## config.mk

```make
export PLATFORM = sky130hd
export DESIGN_NAME = pnd_front
export DESIGN_NICKNAME = d
export VERILOG_FILES = /design/src/rtl/polyline_nearest_distance_defines.svh /design/src/rtl/pnd_pkg.sv /design/src/rtl/pnd_front.sv
export SDC_FILE = /design/constraint.sdc
export NUM_CORES = 1
export LEC_CHECK = 0
export BUFFER_PORTS_ARGS = -buffer_cell sky130_fd_sc_hd__buf_2
export CORE_ASPECT_RATIO = 0.7
export CORE_UTILIZATION = 35
export CTS_BUF_LIST = sky130_fd_sc_hd__clkbuf_16
export CTS_CLUSTER_DIAMETER = 30
export CTS_CLUSTER_SIZE = 30
export DETAILED_ROUTE_END_ITERATION = 10
export GPL_TIMING_DRIVEN = 1
export PLACE_DENSITY_LB_ADDON = 0.05
export SLEW_MARGIN = 20
export SYNTH_ARGS = -nofsm -noshare
export SYNTH_HDL_FRONTEND = slang
export SYNTH_SLANG_ARGS = --single-unit
```

## constraint.sdc

```tcl
create_clock -name clk -period 2.5 [get_ports clk]
set_input_delay 0.375 -clock clk [delete_from_list [all_inputs] [get_ports clk]]
set_output_delay 0.375 -clock clk [all_outputs]
set_load 0.03 [all_outputs]
```

## src/rtl/polyline_nearest_distance_defines.svh

```systemverilog
// assertion macros for the polyline nearest distance block
// used by the top level; expects clk and rst_n in scope
`ifndef POLYLINE_NEAREST_DISTANCE_DEFINES_SVH
`define POLYLINE_NEAREST_DISTANCE_DEFINES_SVH
`ifndef NO_ASSERTIONS
`define PND_ASSERT_SAME(label, ante, cons) \
    label: assert property (@(posedge clk) disable iff (!rst_n) (ante) |-> (cons)) \
        else $error("pnd assertion failed");
`define PND_ASSERT_NEXT(label, ante, cons) \
    label: assert property (@(posedge clk) disable iff (!rst_n) (ante) |=> (cons)) \
        else $error("pnd assertion failed");
`else
`define PND_ASSERT_SAME(label, ante, cons)
`define PND_ASSERT_NEXT(label, ante, cons)
`endif
`endif

```

## src/rtl/pnd_pkg.sv

```systemverilog
// shared types, constants and state codes for the polyline nearest distance block
// no dependencies
package pnd_pkg;

    localparam int MAX_VERTICES = 1024;
    localparam int ADDR_W       = $clog2(MAX_VERTICES);
    localparam int CNT_W        = $clog2(MAX_VERTICES + 1);
    localparam int COORD_W      = 24;
    localparam int VERT_W       = 2 * COORD_W;
    localparam int DIFF_W       = COORD_W + 1;
    localparam int MUL_W        = 27;
    localparam int PROD_W       = 2 * MUL_W;
    localparam int ACC_W        = 52;
    localparam int SQ_W         = 51;
    localparam int ARG_W        = 2 * SQ_W;
    localparam int DIST_W       = 25;
    localparam int NORM_W       = 16;
    localparam int FQ_DEPTH     = 4;
    localparam int FQ_PTR_W     = $clog2(FQ_DEPTH);
    localparam int FQ_CNT_W     = $clog2(FQ_DEPTH + 1);
    localparam int ROOT_STEP_W  = 6;
    localparam int ROOT_DIV_STEPS  = SQ_W;
    localparam int ROOT_SQRT_STEPS = 26;
    localparam int MSTEP_LAST   = 10;
    localparam int SQSTEP_LAST  = 3;
    localparam logic [COORD_W-1:0] DIST_SAT = {COORD_W{1'b1}};

    localparam logic OP_LOAD  = 1'b0;
    localparam logic OP_QUERY = 1'b1;

    typedef struct packed {
        logic                      op;
        logic signed [COORD_W-1:0] point_x;
        logic signed [COORD_W-1:0] point_y;
        logic                      first_vertex;
    } in_item_t;

    typedef struct packed {
        logic        [COORD_W-1:0] distance;
        logic signed [NORM_W-1:0]  normal_x;
        logic signed [NORM_W-1:0]  normal_y;
        logic                      no_path;
        logic                      overflowed;
    } out_item_t;

    typedef enum logic [1:0] {
        CMD_LOAD,
        CMD_RESTART,
        CMD_QUERY
    } cmd_t;

    typedef struct packed {
        cmd_t                      cmd;
        logic signed [COORD_W-1:0] x;
        logic signed [COORD_W-1:0] y;
    } fq_entry_t;

    typedef enum logic {
        ROOT_DIV,
        ROOT_SQRT
    } root_op_t;

    typedef struct packed {
        logic     start;
        root_op_t op;
    } root_req_t;

    typedef struct packed {
        logic busy;
        logic done;
    } root_stat_t;

    typedef enum logic [4:0] {
        B_IDLE,
        B_FETCH,
        B_GETV,
        B_DIFF,
        B_MUL,
        B_VROOT,
        B_VWAIT,
        B_SEGCHK,
        B_SQ,
        B_SDIV,
        B_SDWAIT,
        B_SROOT,
        B_SRWAIT,
        B_NEXT,
        B_NPICK,
        B_NMUL,
        B_NDIV,
        B_NDWAIT,
        B_NROOT,
        B_NRWAIT,
        B_NSTORE,
        B_OUT
    } back_state_t;

endpackage

```

## src/rtl/pnd_front.sv

```systemverilog
// front end: accepts input items, classifies them and queues them for the back end
// depends on pnd_pkg
module pnd_front
    import pnd_pkg::*;
(
    input  logic      clk,
    input  logic      rst_n,
    input  logic      push,
    output logic      full,
    input  in_item_t  item,
    input  logic      deq,
    output logic      fq_valid,
    output fq_entry_t fq_head
);

    fq_entry_t             mem_reg [FQ_DEPTH];
    logic [FQ_PTR_W-1:0]   wr_reg, wr_next;
    logic [FQ_PTR_W-1:0]   rd_reg, rd_next;
    logic [FQ_CNT_W-1:0]   cnt_reg, cnt_next;
    fq_entry_t             entry;
    logic                  do_push;
    logic                  do_pop;

    always_comb
    begin
        entry.x = item.point_x;
        entry.y = item.point_y;
        if (item.op == OP_QUERY)
        begin
            entry.cmd = CMD_QUERY;
        end
        else if (item.first_vertex)
        begin
            entry.cmd = CMD_RESTART;
        end
        else
        begin
            entry.cmd = CMD_LOAD;
        end
    end

    assign full     = (cnt_reg == FQ_CNT_W'(FQ_DEPTH));
    assign fq_valid = (cnt_reg != '0);
    assign fq_head  = mem_reg[rd_reg];
    assign do_push  = push && !full;
    assign do_pop   = deq && fq_valid;

    always_comb
    begin
        wr_next  = do_push ? wr_reg + 1'b1 : wr_reg;
        rd_next  = do_pop ? rd_reg + 1'b1 : rd_reg;
        cnt_next = cnt_reg;
        if (do_push && !do_pop)
        begin
            cnt_next = cnt_reg + 1'b1;
        end
        else if (!do_push && do_pop)
        begin
            cnt_next = cnt_reg - 1'b1;
        end
    end

    always_ff @(posedge clk or negedge rst_n)
    begin
        if (!rst_n)
        begin
            wr_reg  <= '0;
            rd_reg  <= '0;
            cnt_reg <= '0;
        end
        else
        begin
            wr_reg  <= wr_next;
            rd_reg  <= rd_next;
            cnt_reg <= cnt_next;
        end
    end

    always_ff @(posedge clk)
    begin
        if (do_push)
        begin
            mem_reg[wr_reg] <= entry;
        end
    end

endmodule

```

* Word-level counts from Yosys, hierarchy flattened
Memory sizes are Yosys's and may differ from the RTL's.
Index checks and enable logic that the tools add are counted.
Widths: inputs -> output; s select.
** Word-level totals
- Flip-flop bits (word level) :: 7
- RAM bits :: 200
- Input port bits :: 54
- Output and inout bits :: 52
- Word-level logic and storage cells :: 24
- Memories :: 1
** Memory list
- mem_reg :: words 4, width 50, rd ports 1, clocked after memory_dff 0, write ports 1, RTL line pnd_front.sv:16 : fq_entry_t mem_reg [FQ_DEPTH];
** Operators by class
- $add $sub $neg :: 4
- Equal/unequal tests :: 1
- Multiplexer cells :: 6
- Reduce and logical (&&, ||, !) cells :: 9
** Operators by type and width (count)
- $mux 3 :: 2
- $add 2x1->2 const B :: 2
- $logic_and 1x1->1 :: 4
- $add 3x1->3 const B :: 1
- $eq 3x3->1 const B :: 1
- $logic_not 1->1 :: 3
- $mux 1 :: 3
- $reduce_bool 3->1 :: 1
- $sub 3x1->3 const B :: 1
- $mux 2 :: 1
- $reduce_bool 2->1 :: 1

* Depth between registers and ports, before layout
- Depth after elaboration :: 7
- Gate-level depth with buffers :: 9

* Worst setup path before layout
Ideal clock, no wire load.
- Path type :: reg2reg
- Start :: register cnt_reg[2]
- End :: memory mem_reg[2][0] (netlist name), enable pin
- Library setup time :: 0.413 ns
- Arrival :: 2.079 ns
- Setup slack :: 0.008 ns
- Cell stages (with the launch flop) :: 5
- Buffers on the path :: 1
- Period minus slack after synthesis :: 2.492 ns
- Path through :: dfrtp_1 nor3b_2 nor2b_1 buf_6 and2_1
** Between the ends
- Cells in the longest elaborated chain, start to end :: 5
** RTL lines
- from (decl) :: RTL line pnd_front.sv:19 : logic [FQ_CNT_W-1:0] cnt_reg, cnt_next;
- from (signal assigned) :: RTL line pnd_front.sv:75 : cnt_reg <= cnt_next;
- $eq 3x3->1 :: RTL line pnd_front.sv:42 : assign full = (cnt_reg == FQ_CNT_W'(FQ_DEPTH));
- named net full :: RTL line pnd_front.sv:9 : output logic full,
- $logic_not 1->1 :: RTL line pnd_front.sv:45 : assign do_push = push && !full;
- $logic_and 1x1->1 :: RTL line pnd_front.sv:45
- named net do_push :: RTL line pnd_front.sv:21 : logic do_push;
- $mux 1 :: RTL line pnd_front.sv:81 : if (do_push)
- $mux 1 (not written as such) :: RTL line pnd_front.sv:83 : mem_reg[wr_reg] <= entry;
- to (decl) :: RTL line pnd_front.sv:16
The timed path passes the listed nets, and every way through them passes these cells.

==> results.cfg <==
[cts]
numCtsBuffers = 36
cts.repair.resized = 0
clockBufferDepth = 3
cts_tree = yes
clk_root_buffer_cell = clkbuf_16
clkSlewWorstSetupHoldPaths_ns = 0.05
htreeDepth = 2
clock_latency_ns = 0.49
cts.sinks = 207

[critical_path]
worstSetupStartpointType = flop
arrival_ns = 1.98
required_ns = 2.12
worstReg2RegEnd = cnt_reg[2]
end_kind = primary output
worstPathMaxFanout = 10
worstRegToRegCells = 8
worstSetupPathType = flop to primary output
r2r-start = cnt_reg[0]
ff2ff_setup_slack_ns = 0.38

[timing]
fin_crit_ns = 2.36
setup_violations = 0
worstMarginPinSlew_ns = 0.514
finalMaxSlewViolations = 0
rsz0062_at_grt = false
finalSetupTns_ns = 0
fmax_mhz = 424
fin_skew_ns = 0.0115
fin_crit_sh_pct = 94.3
hold_viol = 0
slew_headroom_pct = 65.7

[run]
max_cap_violations = 0

[synthesis]
synth_top_area_share_pct = 77.9
synth_edf_count = 200
synth_flop_cell = edfxtp_1
synth_most_common_cell = edfxtp_1
yosys-top-cells-area = edfxtp_1 78%, mux4_2 14%, dfrtp_1 2.3%
seq_area_frac_synth_pct = 80.2
synth_cells = 298
synthTopCellsByCount = 200 x edfxtp_1, 48 x mux4_2, 7 x dfrtp_1
syn_avg_cell_area_um2 = 25.9
syn_nets = 358
yosysWarnings = 0
synth_cell_types = 22
async_flop_share_pct = 3.38
syn_area_um2 = 7710
ys_ff_latch = 207
synth_top_cell_by_area = edfxtp_1

[worst_hold_path]
min_path_cells = 1
min_from = item[24]
holdPathEnd = mem_reg[0][23]
hp-class = primary input to flop

[floorplan]
ios = 106
initial_core_util_pct = 35.6
die_w_um = 179
die_area_um2 = 22600
core_um2 = 21600
num_rows = 45
die_y_um = 126

[final_layout]
drive_gt1_share_pct = 50.1
area_delta_synth_final_pct = 28.7
final_nets = 509
final_area_um2 = 9920
largest_reg_flops = 200

[placement]
portBuffers = 105
gp_congestion = 0.693
place_area_um2 = 8620
hpwl_um = 8290

[global_route]
grt_max_degree = 52
grt.total_usage_pct = 13.5
antenna_found_initial = 2
grt_pass1_wl_um = 22200
grt_pass1_vias = 3922
grt_overflow = 0

[route]
wire_per_inst_um = 19.1
remaining_drc_errors = 24
num_vias = 3553
routed_wl_um = 14500
firstDrtPassIters = 7
dr.first_iter.drc_count = 173
via_per_inst = 4.69
ant_nets = 0

[pwr]
vdd_ir_drop_max_mv = 0.529
power_leakage_nw = 3.50
p_per_area_nw_per_um2 = 1400

[run_status]
violations = design-rule violations
status = complete, but fails checks
## final cells by class
type                            count  area [µm²]
Clock buffer                       37         926
Fill cell                        1867       11700
Tap cell                          282         353
Antenna cell                        1        2.50
Inverter                            3        11.3
Sequential cell                   207        6190
Timing Repair Buffer              126         756
Clock inverter                     27         315
Multi-Input combinational cell     75        1370
## cell families after synthesis
logic type | count (synthesis) | synth area share, %
xor+xnor | 6 | 0.682
mux | 52 | 15.0
buf+inv | 16 | 2.11
flops | 207 | 80.2
fa+ha+maj | 6 | 1.07
simple gates | 11 | 0.893
## report_power, final
group	leakage, nW	total (W)	switching (W)	internal, W
Clock	0.599	0.00491	0.00159	0.00332
Combinational	0.986	0.00421	0.00257	0.00163
Sequential	1.91	0.00482	0.000210	0.00461
## worst max path at each step
stage                from             to  slack (ns)  cells after the start
2_1_floorplan  cnt_reg[2]  mem_reg[2][0]       0.008                      4
3_5_place_dp   cnt_reg[0]     cnt_reg[2]        0.38                      8
5_1_grt         rd_reg[0]     fq_head[7]        0.05                      3
6_report        rd_reg[0]    fq_head[15]        0.14                      3
3_3_place_gp   cnt_reg[0]     cnt_reg[2]        0.39                      8
4_1_cts         rd_reg[0]     fq_head[7]        0.03                      3
## timing repair
item | CTS | global route
endpoints found under the hold margin | 7 | 0
buffers inserted | 1 | 4
setup endpoints to repair | 37 | 2
hold buffers | 1 | 0
## worst max-delay path, cell delays in order, from the launching register on
cell and delay, ns:
dfrtp_4 0.54, buf_4 0.22, mux4_2 0.53, buf_2 0.20
## per-layer routing
layer | track usage (%) | part of all wire, %
met2 | 21.4 | 47
met4 | 4.89 | 1.7
met3 | 4.95 | 7.4
met5 | 0 | 0.097
met1 | 16.9 | 43
## metrics by stage
| step | setup WS [ns] | total power [W] | util, % | hold WS, ns | cells |
|---|---|---|---|---|---|
| floorplan | 0.00828 | 0.00796 | - | 0.0794 | 298 |
| global placement | 0.387 | 0.00913 | 39.9 | 0.219 | 687 |
| detailed placement | 0.385 | 0.00913 | 39.9 | 0.225 | 687 |
| CTS | 0.0326 | 0.0142 | 45.7 | 0.0759 | 753 |
| global route | 0.0472 | 0.0146 | 45.9 | 0.0777 | 757 |
| finish | 0.143 | 0.0139 | 45.9 | 0.0988 | 758 |
## layout by cell type, fill, tap and decap left out, drive strengths merged, types with 5 or more instances in the layout
master,instances
edfxtp,200
buf,125
mux4,50
clkbuf,37
clkinv,14
dfrtp,7
bufinv,6
inv,6
ha,5
Note: power is estimated with default switching activity, not from simulation.
